[src/burh_pkg.sv]
package burh_pkg;

  // action codes carried in tuser
  typedef enum logic [2:0] {
    ACT_PUSH  = 3'd0,
    ACT_UNDO  = 3'd1,
    ACT_REDO  = 3'd2,
    ACT_BEGIN = 3'd3,
    ACT_END   = 3'd4,
    ACT_CLEAR = 3'd5
  } action_e;

  typedef enum logic [1:0] {
    ENT_IN    = 2'd0,
    ENT_GROUP = 2'd1,
    ENT_REDO  = 2'd2
  } ent_sel_e;

  typedef enum logic [3:0] {
    S_IDLE,
    S_EXEC,
    S_DROP,
    S_APPEND,
    S_EVICT,
    S_EVICT_DROP,
    S_UNDO_MV,
    S_REDO_LD,
    S_TOPS,
    S_OUT
  } state_e;

  localparam int unsigned TAG_W      = 16;
  localparam int unsigned ACT_W      = 3;
  localparam int unsigned IN_COST_W  = 24;
  localparam int unsigned STEP_W     = 7;
  localparam int unsigned BYTES_W    = 30;
  localparam int unsigned CFG_W      = 30;
  localparam int unsigned BYTE_FLOOR = 1024;

  localparam logic CFG_STEP_LIMIT = 1'b0;
  localparam logic CFG_BYTE_LIMIT = 1'b1;

  typedef struct packed {
    logic     load_in;
    logic     grp_apply;
    logic     ent_load;
    ent_sel_e ent_sel;
    logic     clear_redo;
    logic     rd_base;
    logic     rd_top;
    logic     drop;
    logic     append;
    logic     undo_move;
    logic     redo_pop;
    logic     out_load;
  } cmd_t;

  typedef struct packed {
    logic [2:0] act;
    logic       grp_active;
    logic       grp_nonempty;
    logic       undo_empty;
    logic       undo_full;
    logic       redo_empty;
    logic       redo_full;
    logic       evict_need;
    logic       out_busy;
  } status_t;

endpackage

[src/burh_ctrl.sv]
module burh_ctrl (
  input  logic             clk_i,
  input  logic             rst_ni,
  input  logic             in_valid_i,
  output logic             in_ready_o,
  input  burh_pkg::status_t sts_i,
  output burh_pkg::cmd_t   cmd_o
);

  burh_pkg::state_e state_q, state_d;
  logic commit;

  // push outside a group, or end of a non-empty group
  assign commit = ((sts_i.act == burh_pkg::ACT_PUSH) && !sts_i.grp_active) ||
                  ((sts_i.act == burh_pkg::ACT_END) && sts_i.grp_active &&
                   sts_i.grp_nonempty);

  always_ff @(posedge clk_i or negedge rst_ni) begin
    if (!rst_ni) begin
      state_q <= burh_pkg::S_IDLE;
    end else begin
      state_q <= state_d;
    end
  end

  always_comb begin
    state_d = state_q;
    case (state_q)
      burh_pkg::S_IDLE: begin
        if (in_valid_i) state_d = burh_pkg::S_EXEC;
      end
      burh_pkg::S_EXEC: begin
        if (commit) begin
          state_d = sts_i.undo_full ? burh_pkg::S_DROP : burh_pkg::S_APPEND;
        end else if ((sts_i.act == burh_pkg::ACT_UNDO) && !sts_i.undo_empty &&
                     !sts_i.redo_full) begin
          state_d = burh_pkg::S_UNDO_MV;
        end else if ((sts_i.act == burh_pkg::ACT_REDO) && !sts_i.redo_empty) begin
          state_d = burh_pkg::S_REDO_LD;
        end else begin
          state_d = burh_pkg::S_TOPS;
        end
      end
      burh_pkg::S_REDO_LD: begin
        state_d = sts_i.undo_full ? burh_pkg::S_DROP : burh_pkg::S_APPEND;
      end
      burh_pkg::S_DROP:       state_d = burh_pkg::S_APPEND;
      burh_pkg::S_APPEND: begin
        state_d = (sts_i.act == burh_pkg::ACT_REDO) ? burh_pkg::S_TOPS : burh_pkg::S_EVICT;
      end
      burh_pkg::S_EVICT: begin
        state_d = sts_i.evict_need ? burh_pkg::S_EVICT_DROP : burh_pkg::S_TOPS;
      end
      burh_pkg::S_EVICT_DROP: state_d = burh_pkg::S_EVICT;
      burh_pkg::S_UNDO_MV:    state_d = burh_pkg::S_TOPS;
      burh_pkg::S_TOPS:       state_d = burh_pkg::S_OUT;
      burh_pkg::S_OUT: begin
        if (!sts_i.out_busy) state_d = burh_pkg::S_IDLE;
      end
      default:                state_d = burh_pkg::S_IDLE;
    endcase
  end

  always_comb begin
    cmd_o         = '0;
    cmd_o.ent_sel = burh_pkg::ENT_IN;
    in_ready_o    = 1'b0;
    case (state_q)
      burh_pkg::S_IDLE: begin
        in_ready_o    = 1'b1;
        cmd_o.load_in = in_valid_i;
      end
      burh_pkg::S_EXEC: begin
        cmd_o.grp_apply = 1'b1;
        if (commit) begin
          cmd_o.ent_load   = 1'b1;
          cmd_o.ent_sel    = (sts_i.act == burh_pkg::ACT_END) ? burh_pkg::ENT_GROUP
                                                               : burh_pkg::ENT_IN;
          cmd_o.clear_redo = 1'b1;
          cmd_o.rd_base    = 1'b1;
        end else begin
          cmd_o.rd_top = 1'b1;
        end
      end
      burh_pkg::S_REDO_LD: begin
        cmd_o.ent_load = 1'b1;
        cmd_o.ent_sel  = burh_pkg::ENT_REDO;
        cmd_o.redo_pop = 1'b1;
        cmd_o.rd_base  = 1'b1;
      end
      burh_pkg::S_DROP:       cmd_o.drop = 1'b1;
      burh_pkg::S_APPEND:     cmd_o.append = 1'b1;
      burh_pkg::S_EVICT:      cmd_o.rd_base = 1'b1;
      burh_pkg::S_EVICT_DROP: cmd_o.drop = 1'b1;
      burh_pkg::S_UNDO_MV:    cmd_o.undo_move = 1'b1;
      burh_pkg::S_TOPS:       cmd_o.rd_top = 1'b1;
      burh_pkg::S_OUT:        cmd_o.out_load = !sts_i.out_busy;
      default: ;
    endcase
  end

endmodule

[config.mk]
export PLATFORM = sky130hd
export DESIGN_NAME = burh_ctrl
export DESIGN_NICKNAME = d
export VERILOG_FILES = /design/src/burh_pkg.sv /design/src/burh_ctrl.sv
export SDC_FILE = /design/constraint.sdc
export NUM_CORES = 1
export LEC_CHECK = 0
export BUFFER_PORTS_ARGS = -buffer_cell sky130_fd_sc_hd__buf_2
export CORE_AREA = 2 2 39 41
export CTS_CLUSTER_DIAMETER = 30
export DETAILED_ROUTE_END_ITERATION = 7
export DIE_AREA = 0 0 41 43
export PLACE_DENSITY = 0.68
export SLEW_MARGIN = 20
export SYNTH_ARGS = -nofsm -noshare
export SYNTH_HDL_FRONTEND = slang
export SYNTH_SLANG_ARGS = --single-unit
[constraint.sdc]
create_clock -name clk_i -period 2.14 [get_ports clk_i]
set_input_delay 0.428 -clock clk_i [delete_from_list [all_inputs] [get_ports clk_i]]
set_output_delay 0.428 -clock clk_i [all_outputs]
set_load 0.01 [all_outputs]
==> out/results.ini, run 1 <==
[status]
status = completed

[worst_setup_path]
crit_path_start = state_q[2]
cp_slowest_cell = or3_1
crit_buf_inv = 2
crit-reg2reg-launch = state_q[2]
cpPeakStageDelay_ns = 0.52
cp-end-kind = output port
path_delay_family = simple AND/OR/NAND/NOR gates
criticalPathCategory = flop to output port
worstPathCellList = or3_1 -> inv_2 -> and3_1 -> buf_2
crit_fanout = 12
cp.required_ns = 1.71
cp-start-kind = flop
critPathArrivalTime_ns = 1.59

[clock_tree]
numClockSinks = 4
cts_resized = 0
cts_root_buf = clkbuf_4
cts_tree = built
cts_buffer_depth = 2
numCtsBuffers = 3
htreeDepth = 1
clock_latency_ns = 0.24
clk_pin_slew_ns = 0.04

[sta]
rsz0062_at_grt = no
timing.fmax_mhz = 496
slew_headroom_pct = 68.5
fin_crit_sh_pct = 94.2
maxSlewViolCount = 0
period_minus_slack_ns = 2.02
hold_violations = 0
fin_tns_setup_ns = 0
clock-skew-final_ns = 0.00263
setup_viol = 0
worst_pin_slew_ns = 0.469

[global_route]
grt.total_usage_pct = 18.8
grt_max_degree = 14
grt_pass1_wl_um = 2280
grt.overflow.total = 0
antenna_found_initial = 0
grt_pass1_vias = 508

[yosys]
synthTopCellsByArea = dfrtp_1 (21%), nor2_1 (7.8%), nand2b_1 (6.5%)
synth.avg_cell_area_um2 = 6.58
synth.distinct_cells = 31
synth-seq-area-share_pct = 20.8
synthCells = 73
ys_ff_latch = 4
synth_top_cell_by_area = dfrtp_1
yosys.area.top_type_share_pct = 20.8
syn_area_um2 = 480
syn-num-nets = 87
ys_warn_count = 0

[finish]
antennaDiodeCount = 0
final_common_cell = buf_2
nets = 118
regMostFlops = state_q
layout_common_cells = buf_2 (27), nor2_1 (10), nor3_1 (6)
n_fill_cell = 133
area_growth_pct = 39.6
top_regs = state_q: 4 flops
largest_register_ffs = 4
design_area_um2 = 671
drive_gt1_share_pct = 34.3

[floorplan]
start_util_pct = 34.7
fp-row-count = 14
design.die.area_um2 = 1760
die_w_um = 41
core-area_um2 = 1380
die_h_um = 43
io_pins = 28

[route]
ant_nets = 0
routedWlPerCell_um = 11.9
wl_um = 1410
drt_iter0_drc = 35
vias_per_cell = 5.63
vias = 664
first_pass_iters = 4
drc = 0

[place]
portBuffers = 27
post_dp_cell_area_um2 = 638
dpl.hpwl_um = 971
gp_congestion = 0.801

[power_and_ir_drop]
vdd_ir_drop_max_uv = 424
p_per_area_nw_per_um2 = 1050
p_leak_uw = 0.000355

[job]
cap_violations = 0

[min_path]
hold_start = sts_i[4]
min_path_type = input pin to flop

what timing repair did:
item,4_1_cts,5_1_grt
hold endpoints to repair,4,0
hold buffers,1,0
buffers inserted,0,0
cell usage after synthesis, drive strengths merged:
| cell | instances |
|---|---|
| o21bai | 1 |
| or3b | 1 |
| nor2 | 10 |
| nand3 | 2 |
| a41o | 1 |
| nand3b | 1 |
| a21oi | 4 |
| inv | 4 |
| nor2b | 1 |
| or3 | 3 |
| o41ai | 1 |
| nor4b | 1 |
| clkbuf | 4 |
| o21ai | 5 |
| a31oi | 3 |
| buf | 1 |
| and2 | 1 |
| a2bb2oi | 1 |
| nor3 | 6 |
| dfrtp | 4 |
| o22ai | 2 |
| and3 | 2 |
| nand2b | 5 |
| o31ai | 1 |
| nor3b | 2 |
| o221ai | 1 |
| nand2 | 3 |
| or2 | 1 |
| a21o | 1 |
final cells by class:
class                      count  area, um^2  share of cell area, %
inverter                       4        15.0                   2.24
tap                           16        20.0                   2.99
clock buffer                   3        22.5                   3.36
sequential                     4         100                   14.9
multi-input combinational     60         345                   51.5
timing repair buffer          31         168                   25.0
per-stage QoR:
| stage | cells | setup WS (ns) | total power [uW] | hold slack [ns] | utilization, % |
|---|---|---|---|---|---|
| 2_1_floorplan | 73 | 0.406 | 456 | 0.132 | - |
| 3_3_place_gp | 114 | 0.231 | 601 | 0.232 | 46.1 |
| 3_5_place_dp | 114 | 0.206 | 599 | 0.233 | 46.1 |
| 4_1_cts | 118 | 0.123 | 698 | 0.507 | 48.5 |
| 5_1_grt | 118 | 0.0156 | 773 | 0.514 | 48.5 |
| 6_report | 118 | 0.125 | 702 | 0.517 | 48.5 |
tightest hold or removal path, stage by stage:
cell and delay (ns):
buf_2 0.09, or3_1 0.09, a31oi_1 0.09
per-layer routing:
layer / global-route usage [%] / vias up / routed length [um]
li1: - / 329 / -
met1: 27.6 / 278 / 609
met4: 10.7 / 0 / 18
met3: 3.14 / 4 / 143
met2: 25.0 / 53 / 634
met5: 0 / - / 0
report_power, final:
group          total (uW)  switching, uW  leakage (uW)  internal [uW]
sequential            132           28.3     0.0000507            104
clock                94.4           31.7     0.0000138           62.8
combinational         475            277      0.000291            198
total                 702            337      0.000355            365
final timing paths:
kind                         endpoint  slack [ns]  depth (start not counted)
max                          cmd_o[8]        0.12                          4
min                        state_q[0]        0.52                          3
max reg2reg                state_q[0]        0.44                          3
min reg2reg                state_q[2]        0.53                          1
max in group asynchronous  state_q[1]        1.48                          2
min in group asynchronous  state_q[2]        0.55                          2
logic make-up (layout without fill, tap and decap cells):
kind of cell           count (synthesis)  in the layout  share of synthesized area, %
AO/OA/AOI/OAI                         21             21                          28.1
flip-flops                             4              4                          20.8
buffers and inverters                  9             38                          7.29
AND/OR/NAND/NOR                       39             39                          43.8
(Power assumes the default switching activity.)
==> inputs of run 2 (changes only) <==
--- a/config.mk
+++ b/config.mk
@@ -11,6 +11,7 @@
 export DETAILED_ROUTE_END_ITERATION = 7
 export DIE_AREA = 0 0 41 43
 export PLACE_DENSITY = 0.68
+export RECOVER_POWER = 100
 export SLEW_MARGIN = 20
 export SYNTH_ARGS = -nofsm -noshare
 export SYNTH_HDL_FRONTEND = slang
==> out/results.ini, run 2 (synthesis results as in run 1) <==
[status]
status = completed

[place]
gp_congestion = 0.801  ; unchanged
portBuffers = 27  ; unchanged
dpl.hpwl_um = 971  ; unchanged
post_dp_cell_area_um2 = 638  ; unchanged
numPlacedInstances = 114  ; unchanged

[sta]
clock-skew-final_ns = 0.00233  ; -0.000299 ns
slew_headroom_pct = 70.0  ; +1.5 points
rsz0062_at_grt = no
fin_tns_setup_ns = 0  ; unchanged
setup_viol = 0  ; unchanged
hold_violations = 0  ; unchanged
fin_crit_sh_pct = 94.4  ; +0.25 points
period_minus_slack_ns = 2.02  ; +0.00525 ns
maxSlewViolCount = 0  ; unchanged
worst_pin_slew_ns = 0.447  ; -0.0219 ns
timing.fmax_mhz = 495  ; -0.26%

[worst_setup_path]
cp-start-kind = flop
r2r-end = state_q[0]
r2r_slack_ns = 0.42  ; -0.02 ns
r2r_cells = 3  ; unchanged
cp.required_ns = 1.71  ; about the same
critPathArrivalTime_ns = 1.59  ; about the same
crit_fanout = 12  ; unchanged
criticalPathCategory = flop to output port
cp-end-kind = output port
crit-reg2reg-launch = state_q[2]

[min_path]
min_path_type = input pin to flop
whs_path_depth = 3  ; unchanged
min_to = state_q[0]
hold_start = sts_i[4]

[clock_tree]
numCtsBuffers = 3  ; unchanged
cts_tree = built
numClockSinks = 4  ; unchanged
clk_pin_slew_ns = 0.04  ; about the same
cts_setup_buffers = 0  ; unchanged
htreeDepth = 1  ; unchanged
cts_resized = 0  ; unchanged
cts_hold_buf = 1  ; unchanged
clock_latency_ns = 0.24  ; about the same
cts_root_buf = clkbuf_4
cts_buffer_depth = 2  ; unchanged

[global_route]
grt_pass1_vias = 508  ; unchanged
grt_max_degree = 14  ; unchanged
grt.total_usage_pct = 18.8  ; unchanged
antenna_found_initial = 0  ; unchanged
grt.overflow.total = 0  ; unchanged
grt_pass1_wl_um = 2280  ; unchanged

[finish]
final_common_cell = buf_2
nets = 118  ; unchanged
final-seq-area_um2 = 100  ; unchanged
top_regs = state_q: 4 flops
regMostFlops = state_q
design_area_um2 = 661  ; -1.5%
antennaDiodeCount = 0  ; unchanged
n_fill_cell = 140  ; +5.3%
multiInputGateArea_um2 = 345  ; unchanged
final_cells = 118  ; unchanged
drive_gt1_share_pct = 25.5  ; -8.8 points
layout_common_cells = buf_2 (17), nor2_1 (10), clkbuf_1 (8)
area_growth_pct = 37.5
largest_register_ffs = 4  ; unchanged

[floorplan]
fp-row-count = 14  ; unchanged
die_h_um = 43  ; unchanged
die_w_um = 41  ; unchanged
core-area_um2 = 1380  ; unchanged
design.die.area_um2 = 1760  ; unchanged
io_pins = 28  ; unchanged
start_util_pct = 34.7  ; unchanged

[power_and_ir_drop]
p_leak_uw = 0.000318  ; -10%
vdd_ir_drop_max_uv = 420  ; -0.85%
p_per_area_nw_per_um2 = 1050  ; +0.54%

[route]
routedWlPerCell_um = 12.0  ; +1.0%
vias_per_cell = 5.61  ; -0.30%
first_pass_iters = 5  ; +1
vias = 662  ; -0.30%
drt_iter0_drc = 35  ; unchanged
drc = 0  ; unchanged
wl_um = 1420  ; +1.0%
ant_nets = 0  ; unchanged

[job]
cap_violations = 0  ; unchanged

[run 2: changes by cell type in the layout (fill, tap and decap cells not counted)]
cell	change
buf_2	-10
clkbuf_2	+2
inv_2	-1
clkinv_1	+1
clkbuf_1	+8
[run 2: how the worst max path moves through the flow]
stage               start         to  cells after the start
2_1_floorplan    sts_i[6]   cmd_o[6]                      4
3_3_place_gp    sts_i[10]   cmd_o[6]                      6
3_5_place_dp    sts_i[10]   cmd_o[6]                      6
4_1_cts        state_q[1]   cmd_o[8]                      5
5_1_grt        state_q[1]  cmd_o[12]                      5
6_report       state_q[2]   cmd_o[8]                      4
[run 2: worst max-delay path, cell delays in order, from the launching register on]
cell and delay [ns]:
dfrtp_1 0.49, or3_1 0.52, clkinv_1 0.09, and3_1 0.13, buf_2 0.12
[run 2: metrics by stage]
stage	setup WS [ns]	utilization, %	hold slack, ns	total power [uW]
finish	0.120	47.7	0.523	695
global route	0.00967	47.7	0.514	762
CTS	0.123	48.5	0.507	698
detailed placement	0.206	46.1	0.233	599
global placement	0.231	46.1	0.232	601
floorplan	0.406	-	0.132	456
[run 2: where the power goes]
| group | switching, uW | total, uW | internal [uW] |
|---|---|---|---|
| Sequential | 28.5 | 132 | 104 |
| Combinational | 281 | 468 | 188 |
| Clock | 31.2 | 94.0 | 62.8 |
| Total | 340 | 695 | 355 |
[run 2: metal layers]
metal / vias to the layer above / GRT usage [%] / part of all wire (%)
li1: 327 / - / -
met1: 269 / 27.6 / 44
met2: 60 / 25.0 / 43
met3: 6 / 3.14 / 11
met4: 0 / 10.7 / 1.7
met5: - / 0 / 0
[run 2: layout make-up]
type	count	area share [%]
clock buffer	3	3.41
inverter	4	2.27
multi-input combinational	60	52.3
sequential	4	15.2
tap	16	3.03
timing repair buffer	31	23.9
==> inputs of run 3 (changes only) <==
==> constraint.sdc (replaced) <==
create_clock -name clk_i -period 2.3 [get_ports clk_i]
set_input_delay 0.46 -clock clk_i [delete_from_list [all_inputs] [get_ports clk_i]]
set_output_delay 0.46 -clock clk_i [all_outputs]
set_load 0.01 [all_outputs]
==> out/results.ini, run 3 (synthesis results as in run 1) <==
[global_route]
grt_max_degree = 14  ; unchanged
grt_use_met3_pct = 6.81  ; +3.7 points
grt_pass1_wl_um = 2280  ; +0.26%
met2_usage_pct = 24.4  ; -0.63 points
grt-busiest-layer = met1
antenna_found_initial = 0  ; unchanged
grt.overflow.total = 0  ; unchanged
met1_usage_pct = 27.3  ; -0.32 points
grt.total_usage_pct = 18.7  ; -0.10 points
grt_pass1_vias = 539  ; +6.1%

[finish]
area_growth_pct = 34.4
top_regs = state_q: 4 flops
regMostFlops = state_q
layout_common_cells = buf_2 (15), clkbuf_1 (12), nor2_1 (10)
final_common_cell = buf_2
nets = 117  ; -0.85%
largest_register_ffs = 4  ; unchanged
antennaDiodeCount = 0  ; unchanged
drive_gt1_share_pct = 21.8  ; -3.7 points

[sta]
worst_pin_slew_ns = 0.433  ; -0.0139 ns
fin_crit_sh_pct = 90.4
clock-skew-final_ns = 0.00275  ; +0.000423 ns
maxSlewViolCount = 0  ; unchanged
slew_headroom_pct = 70.9  ; +0.93 points
timing.fmax_mhz = 481
fin_tns_setup_ns = 0  ; unchanged
rsz0062_at_grt = no
layout_setup_ws_ns = 0.221  ; +0.101 ns
period_minus_slack_ns = 2.08
setup_viol = 0  ; unchanged
hold_violations = 0  ; unchanged

[worst_setup_path]
worstPathCellList = or3_1 -> clkinv_1 -> and3_1 -> clkbuf_1
cp-start-kind = flop
r2r_slack_ns = 0.63  ; +0.21 ns
crit_fanout = 12  ; unchanged
path_delay_family = simple AND/OR/NAND/NOR gates
criticalPathCategory = flop to output port
crit_buf_inv = 2  ; unchanged
r2r_cells = 3  ; unchanged
cp.depth = 4  ; unchanged
critPathArrivalTime_ns = 1.62  ; +0.03 ns
cp-end-kind = output port
cp_slowest_cell = or3_1
cp.required_ns = 1.84  ; +0.13 ns
cpPeakStageDelay_ns = 0.52  ; about the same

[power_and_ir_drop]
p_leak_uw = 0.000297  ; -6.5%
clkPwrFrac_pct = 13.8  ; +0.3 points
swShare_pct = 48.6  ; -0.36 points
combPwrFrac_pct = 67.9  ; +0.5 points
p_switching_uw = 310  ; -8.9%
p_per_area_nw_per_um2 = 987  ; -6.1%
p_seq_share_pct = 18.3  ; -0.7 points
vdd_ir_drop_max_uv = 345  ; -18%
internal-power_uw = 328  ; -7.6%

[route]
wl_um = 1320  ; -6.8%
drt_iter0_drc = 25  ; -29%
vias_per_cell = 5.21  ; -7.2%
routedWlPerCell_um = 11.3  ; -6.0%
drc = 0  ; unchanged
vias = 609  ; -8.0%
first_pass_iters = 4  ; -1
ant_nets = 0  ; unchanged

[floorplan]
design.die.area_um2 = 1760  ; unchanged
start_util_pct = 34.7  ; unchanged
core-area_um2 = 1380  ; unchanged
fp-row-count = 14  ; unchanged
die_w_um = 41  ; unchanged
io_pins = 28  ; unchanged
die_h_um = 43  ; unchanged

[status]
status = completed

[min_path]
min_path_type = input pin to async pin

[clock_tree]
cts_tree = built
cts_root_buf = clkbuf_4
cts_resized = 0  ; unchanged
clock_latency_ns = 0.24  ; about the same
cts_buffer_depth = 2  ; unchanged
htreeDepth = 1  ; unchanged
cts_setup_buffers = 0  ; unchanged
cts_hold_buf = 0  ; -1
numCtsBuffers = 3  ; unchanged
numClockSinks = 4  ; unchanged
clk_pin_slew_ns = 0.04  ; about the same

[place]
dpl.hpwl_um = 1000  ; +2.9%
gp_congestion = 0.816  ; +1.9%
portBuffers = 27  ; unchanged
place_ws_ns = 0.292  ; +0.0856 ns

[job]
cap_violations = 0  ; unchanged

-- run 3: changes by cell type in the layout (fill, tap and decap cells not counted) --
cell           previous run  this run
and2_0                    0         1
and2_1                    1         0
dlygate4sd3_1             1         0
buf_2                    17        15
clkbuf_1                  8        12
clkbuf_2                  2         0
-- run 3: power by group through the flow --
stage | clock network [uW] | logic [uW] | registers [uW]
finish | 88.0 | 433 | 116
global route | 102 | 493 | 120
CTS | 90.5 | 444 | 117
detailed placement | 0 | 442 | 117
global placement | 0 | 443 | 116
floorplan | 0 | 311 | 113
-- run 3: per-stage QoR --
stage	utilization (%)	power (uW)	instance area (um^2)	hold WS (ns)	instances
after global placement	46.1	559	638	0.266	114
after global routing	46.7	714	646	0.0432	117
after CTS	47.7	651	661	0.0160	117
after floorplan	-	424	480	0.164	73
after detailed placement	46.1	560	638	0.268	114
final	46.7	637	646	0.0392	117
-- run 3: worst register-to-register path: cells and delay by family (launching register included) --
kind / cells / cell delay [ns]
compound gates: 1 / 0.19
simple gates: 2 / 0.91
flops: 1 / 0.49
-- run 3: path summary, 6_finish.rpt --
| path | from | endpoint |
|---|---|---|
| setup reg to reg | state_q[2] | state_q[0] |
| max in group asynchronous | rst_ni | state_q[2] |
| min in group clk_i | sts_i[4] | state_q[0] |
| hold reg to reg | state_q[3] | state_q[2] |
| setup / recovery | state_q[2] | cmd_o[8] |
| hold / removal | rst_ni | state_q[0] |
-- run 3: final cells by class --
| cell class | count | area (um^2) |
|---|---|---|
| Tap cell | 16 | 20.0 |
| Inverter | 4 | 15.0 |
| Timing Repair Buffer | 30 | 143 |
| Multi-Input combinational cell | 60 | 345 |
| Clock buffer | 3 | 22.5 |
| Fill cell | 164 | 738 |
| Sequential cell | 4 | 100 |
-- run 3: layer usage --
metal / vias to the layer above / part of all wire, % / routed length, um
li1: 324 / - / -
met1: 250 / 47 / 617
met2: 33 / 43 / 569
met3: 2 / 9.5 / 126
met4: 0 / 0.76 / 10
met5: - / 0 / 0
